<file path="config.mk">
export PLATFORM = sky130hd
export DESIGN_NAME = svr_isqrt
export DESIGN_NICKNAME = d
export VERILOG_FILES = /design/src/hw/rtl/svr_pkg.sv /design/src/hw/rtl/svr_isqrt.sv
export SDC_FILE = /design/constraint.sdc
export NUM_CORES = 2
export LEC_CHECK = 0
export ABC_CLOCK_PERIOD_IN_PS = 7700
export BUFFER_PORTS_ARGS = -buffer_cell sky130_fd_sc_hd__buf_4
export CORE_ASPECT_RATIO = 1.25
export CORE_UTILIZATION = 51
export CTS_CLUSTER_DIAMETER = 100
export CTS_CLUSTER_SIZE = 28
export DETAILED_ROUTE_END_ITERATION = 7
export PLACE_DENSITY = 0.67
export SLEW_MARGIN = 20
export SYNTH_ARGS = -nofsm -noshare
export SYNTH_HDL_FRONTEND = slang
export SYNTH_SLANG_ARGS = --single-unit
</file>
<file path="constraint.sdc">
create_clock -name clk -period 7.7 [get_ports clk]
set_clock_uncertainty 0.15 [all_clocks]
set_input_delay 1.54 -clock clk [delete_from_list [all_inputs] [get_ports clk]]
set_output_delay 1.54 -clock clk [all_outputs]
set_load 0.005 [all_outputs]
</file>
<file path="src/hw/rtl/svr_pkg.sv">
// Shared types and constants for the vector refraction pipeline.
// No dependencies; used by svr_div, svr_isqrt and snell_vector_refraction.
package svr_pkg;

	localparam int DIV_STAGES  = 16;	// two quotient bits per stage
	localparam int SQRT_STAGES = 16;	// two root bits per stage

	localparam logic [30:0] ONE_Q30 = 31'h4000_0000;

	typedef struct packed {
		logic [17:0]        index_before;
		logic [17:0]        index_after;
		logic signed [31:0] dir_x;
		logic signed [31:0] dir_y;
		logic signed [31:0] dir_z;
		logic signed [31:0] normal_x;
		logic signed [31:0] normal_y;
		logic signed [31:0] normal_z;
	} ray_in_t;

	typedef struct packed {
		logic signed [31:0] out_x;
		logic signed [31:0] out_y;
		logic signed [31:0] out_z;
		logic               internal_reflection;
	} ray_out_t;

endpackage

</file>
<file path="src/hw/rtl/svr_isqrt.sv">
// Pipelined digit-by-digit integer square root, floor(sqrt(radicand)).
// Depends on svr_pkg for the stage count.
module svr_isqrt (
	input  logic        clk,
	input  logic        en,
	input  logic [60:0] radicand,
	output logic [30:0] root
);
	import svr_pkg::*;

	logic [33:0] rem_s [SQRT_STAGES];
	logic [31:0] rt_s  [SQRT_STAGES];
	logic [63:0] x_s   [SQRT_STAGES];

	for (genvar k = 0; k < SQRT_STAGES; k++) begin : g_stage
		logic [33:0] r_in, r_out;
		logic [31:0] t_in, t_out;
		logic [63:0] x_in;

		if (k == 0) begin : g_first
			assign r_in = '0;
			assign t_in = '0;
			assign x_in = {3'b000, radicand};
		end else begin : g_next
			assign r_in = rem_s[k-1];
			assign t_in = rt_s[k-1];
			assign x_in = x_s[k-1];
		end

		always_comb begin
			logic [35:0] r, trial;
			logic [33:0] rr;
			logic        ge;
			rr    = r_in;
			t_out = t_in;
			for (int j = 0; j < 2; j++) begin
				r     = {rr, x_in[63-2*j -: 2]};
				trial = {2'b00, t_out, 2'b01};
				ge    = (r >= trial);
				rr    = ge ? 34'(r - trial) : r[33:0];
				t_out = {t_out[30:0], ge};
			end
			r_out = rr;
		end

		always_ff @(posedge clk) begin
			if (en) begin
				rem_s[k] <= r_out;
				rt_s[k]  <= t_out;
				x_s[k]   <= {x_in[59:0], 4'b0000};
			end
		end
	end

	assign root = rt_s[SQRT_STAGES-1][30:0];

endmodule

</file>
[Word-level counts from Yosys, hierarchy flattened]
Memory sizes are Yosys's and may differ from the RTL's.
Index checks and enable logic that the tools add are counted.
Operators by class
  add/sub/neg operators: 31
  $lt $le $gt $ge: 31
  muxes and demuxes: 33
Operator list (number)
  $ge A36 B34 Y1: 30
  $mux W34: 31
  $sub A34 B34 Y34: 30
  $mux W1: 2
  $sub A1 B1 Y2 const B: 1
  $ge A1 B1 Y1 const B: 1
Storage, ports and cells
  register bits after elaboration: 0
  memory bits (writable): 2016
  bits of input ports: 63
  output and inout bits: 31
  word-level logic and storage cells: 98
  memories: 3
Memories
  x_s: words 16, width 60, read ports 15, clocked after memory_dff 0, wr ports 16, line svr_isqrt.sv:13  | logic [63:0] x_s [SQRT_STAGES];
  rem_s: words 16, width 34, read ports 15, clocked after memory_dff 0, wr ports 16, line svr_isqrt.sv:11  | logic [33:0] rem_s [SQRT_STAGES];
  rt_s: words 16, width 32, read ports 16, clocked after memory_dff 0, wr ports 16, line svr_isqrt.sv:12  | logic [31:0] rt_s [SQRT_STAGES];

[Logic depth before layout (Yosys ltp)]
An unclocked memory read counts as a cell.
  depth in word-level cells: 5
  depth in mapped cells: 30
  gate-level depth less buffers: 27

[Worst setup path after synthesis]
Ideal clock, no wire load.
  kind: register to register
  start point: memory rem_s[11][24], in the netlist rem_s[1][126]
  end point: memory rem_s[12][20], in the netlist rem_s[1][156] (data pin)
  data arrival time: 5968 ps
  required time: 7288 ps
  setup slack: 1319 ps
  cell stages (with the launch flop): 25
  path buffers: 6
  clock period less this slack: 6381 ps
  cells stage by stage: edfxtp_1 > or4_1 > or3_1 > or2_1 > or4_1 > buf_2 > or3_1 > buf_2 > inv_2 > clkbuf_1 > buf_1 > o21ai_0 > ha_1 > clkbuf_1 > a21o_1 > a21o_1 > a21oi_1 > o21ai_0 > a221oi_1 > or3_1 > o21ai_0 > nor4b_4 > and2_1 > buf_2 > mux2_1
RTL lines (line)
  start, declared: svr_isqrt.sv:11

==> impl_metrics.toml <==
[status]
run_status = "finished clean"

[clocking]
cts-buffers-inserted = 55
tritoncts = "yes"
cts_buffer_depth = 3
worstSkewPairLatency_ns = 0.75
root_buffer = "clkbuf_16"
clock-sinks = 1213
hold_buffers = 0
htreeDepth = 2
clk_pin_slew_worst_paths_ns = 0.12

[worst_setup_path]
cp.required_ns = 8.04
cp-end-kind = "flop"
path_class = "flop to flop"
reg2regPathDepth = 19
path_delay_family = "simple AND/OR/NAND/NOR gates"
cp-start-kind = "flop"
critPathMaxFanout = 32
crit_top_cell = "or3_1"
cp_num_buf_inv = 2
cp.depth = 19
cp.arrival_ns = 7.57
path_cells = "ha_1 -> nand2_1 -> or3_1 -> nor4_1 -> or3_1 -> buf_4 -> or3_1 -> clkinv_2 -> and2_1 -> a31o_2 -> ha_1 -> and3_1 -> o311a_1 -> a211oi_2 -> a311oi_1 -> a211o_1 -> nor3_2 -> nor2b_4 -> mux2_1"
r2r_slack_ns = 0.47
cpPeakStageDelay_ns = 0.74
worst_path_max_delay_cell = "nor2b_4"

[logic_synthesis]
synth_edf_count = 1213
ys_seq_area_frac = 0.463
async_flop_share = 0
synth-main-ff-cell = "edfxtp_1"
synth_top_area_frac = 0.463
syn_avg_cell_area_um2 = 10.1
ys_warn_count = 0
syn_area_um2 = 78700
synth_cells = 7791
ys_ff_latch = 1213
synth_nets = 8382
ys_types = 107
yosys.area.top_type = "edfxtp_1"
synth.area.top_cells = "edfxtp_1 (46%), ha_1 (8.4%), xnor2_1 (5.0%), a21oi_1 (3.6%), nand2_1 (3.2%)"

[worst_hold_path]
worstHoldPathCells = 0
hold_class = "flop to flop"

[timing]
max_slew.worst_pin.slew_ns = 1.14
slew_viol_final = 0
finalSetupViolations = 0
max_freq_ghz = 0.138
hold_viol = 0
layout_min_cycle_time_ns = 7.23
worst_slack_ns = 0.470
tns_ns = 0
slew_headroom = 0.230
rsz0062_at_grt = "false"
fin_crit_sh = 0.939
whs_ns = 0.269

[floorplanning]
dieArea_um2 = 156000
ioPinCount = 94
die_w_um = 353
design.core.area_um2 = 153000
num_rows = 160
die_y_um = 441
start_util = 0.516

[global_route]
grt_pass1_vias = 57100
grt-ovfl-total = 0
antenna_found_initial = 1
grt_first_pass_wirelength_mm = 325
track_usage = 0.264
grt_start_max_net_pins = 185

[run]
maxCapViolCount = 0

[drt]
drt-initial-drc-count = 4344
antenna_left = 0
viasPerCell = 6.00
post-route-drc-count = 0
wire_per_inst_um = 21.3
dr.pass1.iters = 6
vias = 59100
wl_mm = 210

[pwr]
swShare = 0.403
power.switching_mw = 10.0
leakage_nw = 32.4
seqPwrFrac = 0.388
power_density_nw_per_um2 = 297
combPwrFrac = 0.467
p_int_mw = 14.8
p_clk_frac = 0.146
ir_drop_mv = 0.285
totalPowerFinal_mw = 24.8

[placement]
numPortBuffers = 93
dp_slack_ns = 0.377
hpwl_mm = 165
placed_cells = 9776
placed_area_um2 = 81800
place.gp.congestion = 0.933

[cells_and_area]
final_common_cell = "edfxtp_1"
finalNetCount = 8399
syn2layout_area_growth_pct = 6.21
fin_cells = 9858
most-common-layout-cells = "edfxtp_1 (1,213), nand2_1 (670), nor2_1 (620)"
drive_above_1_share = 0.0549
final_core_util = 0.548
final_area_um2 = 83600
nFillCells = 13700
==> power groups by stage <==
| stage | combinational (mW) | sequential [mW] | clock (mW) |
|---|---|---|---|
| after floorplan | 8.72 | 9.27 | 0 |
| after global placement | 11.3 | 9.77 | 0 |
| after detailed placement | 11.4 | 9.77 | 0 |
| after CTS | 11.5 | 9.63 | 3.73 |
| after global routing | 12.9 | 9.73 | 3.91 |
| final | 11.6 | 9.63 | 3.62 |
==> kinds of logic (layout without fill, tap and decap cells) <==
family | after synthesis | count (layout) | share of synthesized area
adder cells (fa/ha/maj) | 528 | 528 | 0.0840
buffers and inverters | 676 | 716 | 0.0333
AO/OA/AOI/OAI | 1990 | 1990 | 0.163
AND/OR/NAND/NOR | 2575 | 2575 | 0.165
other | 1 | 3 | 0.0000477
multiplexers | 76 | 76 | 0.0105
XOR/XNOR | 732 | 732 | 0.0815
flip-flops | 1213 | 1213 | 0.463
==> worst register-to-register path, delay by kind of cell (launching register included) <==
family | cells | cell delay (ns)
flip-flops | 1 | 0.43
multiplexers | 1 | 0.44
adder cells (fa/ha/maj) | 2 | 0.71
AO/OA/AOI/OAI | 5 | 1.29
buffers and inverters | 2 | 0.59
AND/OR/NAND/NOR | 9 | 3.39
==> final cells by class <==
class / instances / area, um^2 / area share
repair buffers: 178 / 1500 / 0.0179
diodes: 2 / 5.00 / 0.0000599
inverters: 458 / 1720 / 0.0206
flip-flops and latches: 1213 / 36400 / 0.436
multi-input cells: 5902 / 39700 / 0.475
well taps: 2025 / 2530 / 0.0303
clock buffers: 56 / 1380 / 0.0165
clock inverters: 24 / 328 / 0.00392
==> synth_stat cells, types with 73 or more instances <==
cell type,instances
edfxtp_1,1213
nand2_1,670
nor2_1,621
a21oi_1,559
ha_1,528
inv_1,448
xnor2_1,445
o21ai_0,421
xor2_1,287
a21o_1,281
nand3_1,211
nor3_1,197
clkbuf_1,162
nand4_1,125
nor4_1,98
o21a_1,88
or3_1,85
nand2b_1,78
o31ai_1,77
and3_1,74
nor2b_1,73
==> sequential cells by signal, indices dropped and copies added (netlist names) <==
name / count
rt_s: 256
x_s: 480
rem_s: 477
==> path summary, 6_finish.rpt <==
check | start | end
setup / recovery | rem_s[0][179] | rem_s[0][208]
hold / removal | x_s[1][163] | x_s[1][227]
setup reg to reg | rem_s[0][179] | rem_s[0][208]
hold reg to reg | x_s[1][163] | x_s[1][227]
==> repair_timing <==
action,4_1_cts,5_1_grt
setup endpoints to repair,0,2
buffers inserted,0,0
resized for setup,0,1
==> per-layer routing <==
metal  vias up  GRT usage  part of all wire  wire, um
met4         0     0.0872             0.034      7160
met5         -          0                 0         0
li1      29000          -                 -         -
met1     28500      0.339              0.43     90400
met2      1404      0.471              0.50    105000
met3       298     0.0193             0.036      7640
Note: power is estimated with default switching activity, not from simulation.
