$ cat src/hw/rtl/svr_pkg.sv
// Shared types and constants for the vector refraction pipeline.
// No dependencies; used by svr_div, svr_isqrt and snell_vector_refraction.
package svr_pkg;

	localparam int DIV_STAGES  = 16;	// two quotient bits per stage
	localparam int SQRT_STAGES = 16;	// two root bits per stage

	localparam logic [30:0] ONE_Q30 = 31'h4000_0000;

	typedef struct packed {
		logic [17:0]        index_before;
		logic [17:0]        index_after;
		logic signed [31:0] dir_x;
		logic signed [31:0] dir_y;
		logic signed [31:0] dir_z;
		logic signed [31:0] normal_x;
		logic signed [31:0] normal_y;
		logic signed [31:0] normal_z;
	} ray_in_t;

	typedef struct packed {
		logic signed [31:0] out_x;
		logic signed [31:0] out_y;
		logic signed [31:0] out_z;
		logic               internal_reflection;
	} ray_out_t;

endpackage

$ cat src/hw/rtl/svr_div.sv
// Pipelined restoring divider: ratio = (dividend << 30) / divisor, Q2.30, saturated.
// Depends on svr_pkg for the stage count.
module svr_div (
	input  logic        clk,
	input  logic        en,
	input  logic [17:0] dividend,
	input  logic [17:0] divisor,
	output logic [31:0] quotient
);
	import svr_pkg::*;

	logic [17:0] rem_s [DIV_STAGES];
	logic [31:0] quo_s [DIV_STAGES];
	logic [31:0] dvd_s [DIV_STAGES];
	logic [17:0] dsr_s [DIV_STAGES];
	logic        sat_s [DIV_STAGES];

	for (genvar k = 0; k < DIV_STAGES; k++) begin : g_stage
		logic [17:0] r_in, r_out;
		logic [31:0] q_in, q_out, x_in;
		logic [17:0] d_in;
		logic        s_in;

		if (k == 0) begin : g_first
			// quotient >= 2^32 exactly when dividend >= 4 * divisor
			assign r_in = {2'b00, dividend[17:2]};
			assign q_in = '0;
			assign x_in = {dividend[1:0], 30'b0};
			assign d_in = divisor;
			assign s_in = ({2'b00, dividend} >= {divisor, 2'b00});
		end else begin : g_next
			assign r_in = rem_s[k-1];
			assign q_in = quo_s[k-1];
			assign x_in = dvd_s[k-1];
			assign d_in = dsr_s[k-1];
			assign s_in = sat_s[k-1];
		end

		always_comb begin
			logic [18:0] r;
			logic [17:0] rr;
			logic        ge;
			rr    = r_in;
			q_out = q_in;
			for (int j = 0; j < 2; j++) begin
				r  = {rr, x_in[31-j]};
				ge = (r >= {1'b0, d_in});
				rr = ge ? 18'(r - {1'b0, d_in}) : r[17:0];
				q_out = {q_out[30:0], ge};
			end
			r_out = rr;
		end

		always_ff @(posedge clk) begin
			if (en) begin
				rem_s[k] <= r_out;
				quo_s[k] <= q_out;
				dvd_s[k] <= {x_in[29:0], 2'b00};
				dsr_s[k] <= d_in;
				sat_s[k] <= s_in;
			end
		end
	end

	assign quotient = sat_s[DIV_STAGES-1] ? 32'hFFFF_FFFF : quo_s[DIV_STAGES-1];

endmodule

$ cat config.mk
export PLATFORM = sky130hd
export DESIGN_NAME = svr_div
export DESIGN_NICKNAME = d
export VERILOG_FILES = /design/src/hw/rtl/svr_pkg.sv /design/src/hw/rtl/svr_div.sv
export SDC_FILE = /design/constraint.sdc
export NUM_CORES = 2
export LEC_CHECK = 0
export ABC_AREA = 1
export CORE_ASPECT_RATIO = 1.75
export CORE_UTILIZATION = 65
export CTS_BUF_LIST = sky130_fd_sc_hd__clkbuf_16
export CTS_CLUSTER_SIZE = 14
export DETAILED_ROUTE_END_ITERATION = 8
export DONT_BUFFER_PORTS = 1
export GPL_ROUTABILITY_DRIVEN = 0
export GPL_TIMING_DRIVEN = 1
export PLACE_DENSITY_LB_ADDON = 0.05
export SLEW_MARGIN = 5
export SYNTH_ARGS = -nofsm -noshare
export SYNTH_HDL_FRONTEND = slang
export SYNTH_SLANG_ARGS = --single-unit
$ cat constraint.sdc
create_clock -name clk -period 11.7 [get_ports clk]
set_input_delay 0.585 -clock clk [delete_from_list [all_inputs] [get_ports clk]]
set_output_delay 0.585 -clock clk [all_outputs]
set_load 0.01 [all_outputs]
Yosys cells after proc, flatten, opt, wreduce, memory -nomap -nowiden
Memories as Yosys holds them, arrays and structs flattened.
Cells that the tools add are included.
{ "word_totals": {"word_cells": 105, "mem_count": 5, "ramBits": 1584, "out_inout_bits": 32, "input_bits": 38, "reg_bits": 0} }
{ "classes": {"n_mux": 35, "n_lt_le_gt_ge": 33, "addsub": 32} }
{ "memory_table": {"columns": ["name", "words", "width", "read_ports", "rd_ports_with_merged_regs", "wr", "line_no", "rtl"], "rows": [
  ["quo_s", 16, 32, 16, 0, 16, "svr_div.sv:13", "logic [31:0] quo_s [DIV_STAGES];"],
  ["dvd_s", 16, 30, 15, 0, 16, "svr_div.sv:14", "logic [31:0] dvd_s [DIV_STAGES];"],
  ["dsr_s", 16, 18, 15, 0, 16, "svr_div.sv:15", "logic [17:0] dsr_s [DIV_STAGES];"],
  ["rem_s", 16, 18, 15, 0, 16, "svr_div.sv:12", "logic [17:0] rem_s [DIV_STAGES];"],
  ["sat_s", 16, 1, 16, 0, 16, "svr_div.sv:16", "logic sat_s [DIV_STAGES];"]
]} }
{ "ops": {"columns": ["cell", "count"], "rows": [
  ["greater-or-equal comparator 19 x 18 -> 1 bit", 31],
  ["two-way mux 18 bit", 32],
  ["subtractor 18 bit", 31],
  ["two-way mux 32 bit", 1],
  ["greater-or-equal comparator 18 x 20 -> 1 bit", 1],
  ["greater-or-equal comparator 17 x 18 -> 1 bit", 1],
  ["subtractor 17 x 18 -> 18 bit", 1],
  ["two-way mux 1 bit", 2]
]} }

Logic depth before layout (Yosys ltp)
An unclocked memory read counts as a cell.
{ "depth": {"ltp_word": 5, "depth_mapped": 32, "mapped_depth_nobuf": 30} }

Worst setup path after synthesis
No wires, ideal clock.
{ "synth_timing": {"path_type": "in2reg", "from": "input dividend[1]", "to": "memory rem_s[0][13], data pin", "path_slack_ns": 7.828, "required_ns": 11.448, "cell_stages": 28, "arrival_time_ns": 3.620, "path_buffers": 3, "setup_ns": 0.252, "path_cell_list": "inv_1 ha_1 inv_1 fa_1 nand3_1 nand3_2 nand3_4 nand3_4 buf_6 buf_6 nand2_1 o21ai_1 ha_1 a21oi_1 o21ai_2 nand2_1 nand2_1 nand2_1 nand2_1 nand2_1 nand2_1 nand2_1 nand2_1 nand2_2 nand2_4 buf_6 nand2_1 nand2_1"} }
{ "synth_lines": {"columns": ["element", "line_no", "rtl"], "rows": [
  ["start, declared", "svr_div.sv:6", "input logic [17:0] dividend,"],
  ["end, declared", "svr_div.sv:12", null]
]} }

==> results_dict.tcl <==
set metrics [dict create \
    cp_data_arrival_time_ns 5.81 \
    synth_top_family_by_area "simple AND/OR/NAND/NOR gates" \
    grt_pass1_wl_um 280000 \
    drt_pass1_iterations 6 \
    drtIter0Drc 3463 \
    cts-root-buf "clkbuf_16" \
    maxSlewHeadroom -2.10 \
    fin_worst_skew_ns 0.0284 \
    ys.flop_type "edfxtp_1" \
    drc 0 \
    synth_area_leader_cell "edfxtp_1" \
    synthMuxAreaShare 0 \
    ys_seq_elements 828 \
    cts_buffers 81 \
    finalCritPeriodShare 0.460 \
    antenna_found_initial 7 \
    crit_type "reg2reg" \
    grt_busiest_layer "met2" \
    cp-end-kind "flip-flop" \
    synth_edf_count 828 \
    htree_num_levels 3 \
    ys_top_cells_by_count "nand2_1, inv_1, edfxtp_1" \
    path_clk_slew_ns 0.07 \
    syn_to_final_growth_pct 5.56 \
    ctsResizeCount 0 \
    yosys.cell_count.top_type "nand2_1" \
    placement.io_buffers 0 \
    setup-tns-final_ns 0 \
    grt-ovfl-total 0 \
    synth_xor_area_frac 0.0514 \
    start_util 0.658 \
    synth_compound_area_frac 0.0764 \
    start_kind "flip-flop" \
    ios 70 \
    synthDistinctLibCells 54 \
    maxCapViolations 0 \
    die_h_um 416 \
    rsz0062_at_grt "no" \
    vias_per_cell 5.77 \
    dr_total_vias 54365 \
    finalSetupViolCount 0 \
    use_met2 0.658 \
    ys_warn_count 0 \
    nNetsFinal 8693 \
    dp_hpwl_um 140000 \
    tightest_slew_ns 4.65 \
    crit_fanout 26 \
    synthSimpleGateAreaFrac 0.289 \
    met1_usage 0.343 \
    synth_area_per_cell_um2 7.91 \
    clock.fmax_mhz 186 \
    synth_nets 8692 \
    die_w_um 239 \
    grt_start_max_net_pins 829 \
    synthArstFlopShare 0 \
    grt_pass1_vias 54626 \
    synthAdderAreaFrac 0.118 \
    wl_per_cell_um 19.1 \
    wl_um 180000 \
    tritoncts "done" \
    clockBufferDepth 3 \
    finalCriticalPeriod_ns 5.38 \
    syn_inst 8061 \
    rows 151 \
    ys_seq_area_frac 0.390 \
    r2r_slack_ns 6.32 \
    drv_slew 750 \
    status "complete, but fails checks" \
    netlist_area_um2 63700 \
    hold_viol 0 \
    required_ns 12.13 \
    violations "slew limit" \
    die_area_um2 99400 \
    grt.total_usage 0.364 \
    ant_nets 0 \
    netlist_top_cells_area "edfxtp_1, nand2_1, ha_1, inv_1, nand3_1" \
    coreArea_um2 96900 \
    hold_path_class "in2reg" \
    layout-drive-gt1-share 0.0503 \
    insertion_delay_ns 0.70 \
    use_met3 0.0645 \
    clock-sinks 828 \
    synth_top_area_share 0.390 \
]
## cells in the final DEF (no fill, tap or decap), types with 8 or more instances in the layout
master,netlist,routed
a21boi_0,30,30
a21o_1,28,28
a21oi_1,439,439
a21oi_2,12,12
a31oi_1,18,18
and2_1,16,16
and3_1,16,16
clkbuf_16,0,81
clkinv_2,0,14
dlygate4sd3_1,0,19
edfxtp_1,828,828
fa_1,17,17
ha_1,576,576
inv_1,998,1009
inv_2,30,30
nand2_1,2648,2648
nand2_2,52,52
nand2_4,13,13
nand3_1,688,688
nand3_2,20,20
nand3_4,14,14
nand3b_1,41,41
nand4_1,82,82
nor2_1,526,526
nor3_1,47,47
o21a_1,10,10
o21ai_0,186,186
o21ai_1,41,41
o21ai_2,31,31
o21bai_1,50,50
or2_1,8,8
or2_2,69,69
xnor2_1,223,223
xor2_1,151,151
## through the flow
| step | std cells | setup WS [ns] | hold WS, ns | area, um2 | utilization |
|---|---|---|---|---|---|
| global route | 9419 | 5.87 | 0.0265 | 67300 | 0.694 |
| CTS | 9418 | 6.44 | 0.0493 | 67300 | 0.694 |
| detailed placement | 9260 | 6.45 | 0.405 | 64500 | 0.666 |
| global placement | 9260 | 6.53 | 0.400 | 64500 | 0.666 |
| finish | 9420 | 6.32 | 0.0209 | 67300 | 0.694 |
| floorplan | 8061 | 7.83 | 0.400 | 63700 | - |
## per-layer routing
| metal | vias up | wire length [um] |
|---|---|---|
| met3 | 830 | 9880 |
| met4 | 8 | 19400 |
| met2 | 1927 | 90700 |
| met5 | - | 56 |
| li1 | 26647 | - |
| met1 | 24953 | 60000 |
## layout make-up
cell class / instances / area (um2)
Antenna cell: 1 / 2.50
Clock buffer: 81 / 2030
Clock inverter: 59 / 553
Fill cell: 8068 / 29600
Inverter: 1032 / 3900
Multi-Input combinational cell: 6100 / 34100
Sequential cell: 828 / 24900
Tap cell: 1300 / 1630
Timing Repair Buffer: 19 / 190
## repair_timing
action                                 CTS  global route
endpoints found under the hold margin   18             3
buffers inserted                         0             0
hold buffers                            18             1
## kinds of logic after synthesis
kind of cell / count (synthesis)
xor+xnor: 374
flops: 828
compound gates: 861
simple gates: 4272
buf+inv: 1133
fa+ha+maj: 593
## state kept, by name (all words and copies together), names as in the netlist
name,flops
dsr_s,270
quo_s,272
rem_s,270
sat_s,16
## path summary, 6_finish.rpt
check | startpoint | endpoint | cells past startpoint
hold reg to reg | quo_s[3][89] | quo_s[3][123] | 0
hold / removal | en | rem_s[0][106] | 0
setup / recovery | dsr_s[0][49] | rem_s[0][57] | 25
setup reg to reg | dsr_s[0][49] | rem_s[0][57] | 25
## worst max-delay path, stage by stage, from the launching register on
cell and delay, ns:
edfxtp_1 0.53, inv_1 0.15, ha_1 0.37, nand2_1 0.11, nor2_1 0.20, nand3_1 0.12, o21ai_0 0.18, nor2_1 0.07
nand2_1 0.43, inv_2 0.36, o21ai_0 0.47, ha_1 0.37, nand2_1 0.11, inv_1 0.05, nand2_1 0.06, nand2_1 0.06
a21oi_1 0.13, nand2_1 0.14, nand2_1 0.08, nand2_1 0.05, nand2_1 0.05, nand2_1 0.07, nand2_2 0.36, nand3_4 0.34
nand2_1 0.14, nand2_1 0.09
Power is left out: the tool's default activity adds up to more than one toggle a clock period on the data nets, which glitch-free logic cannot reach.
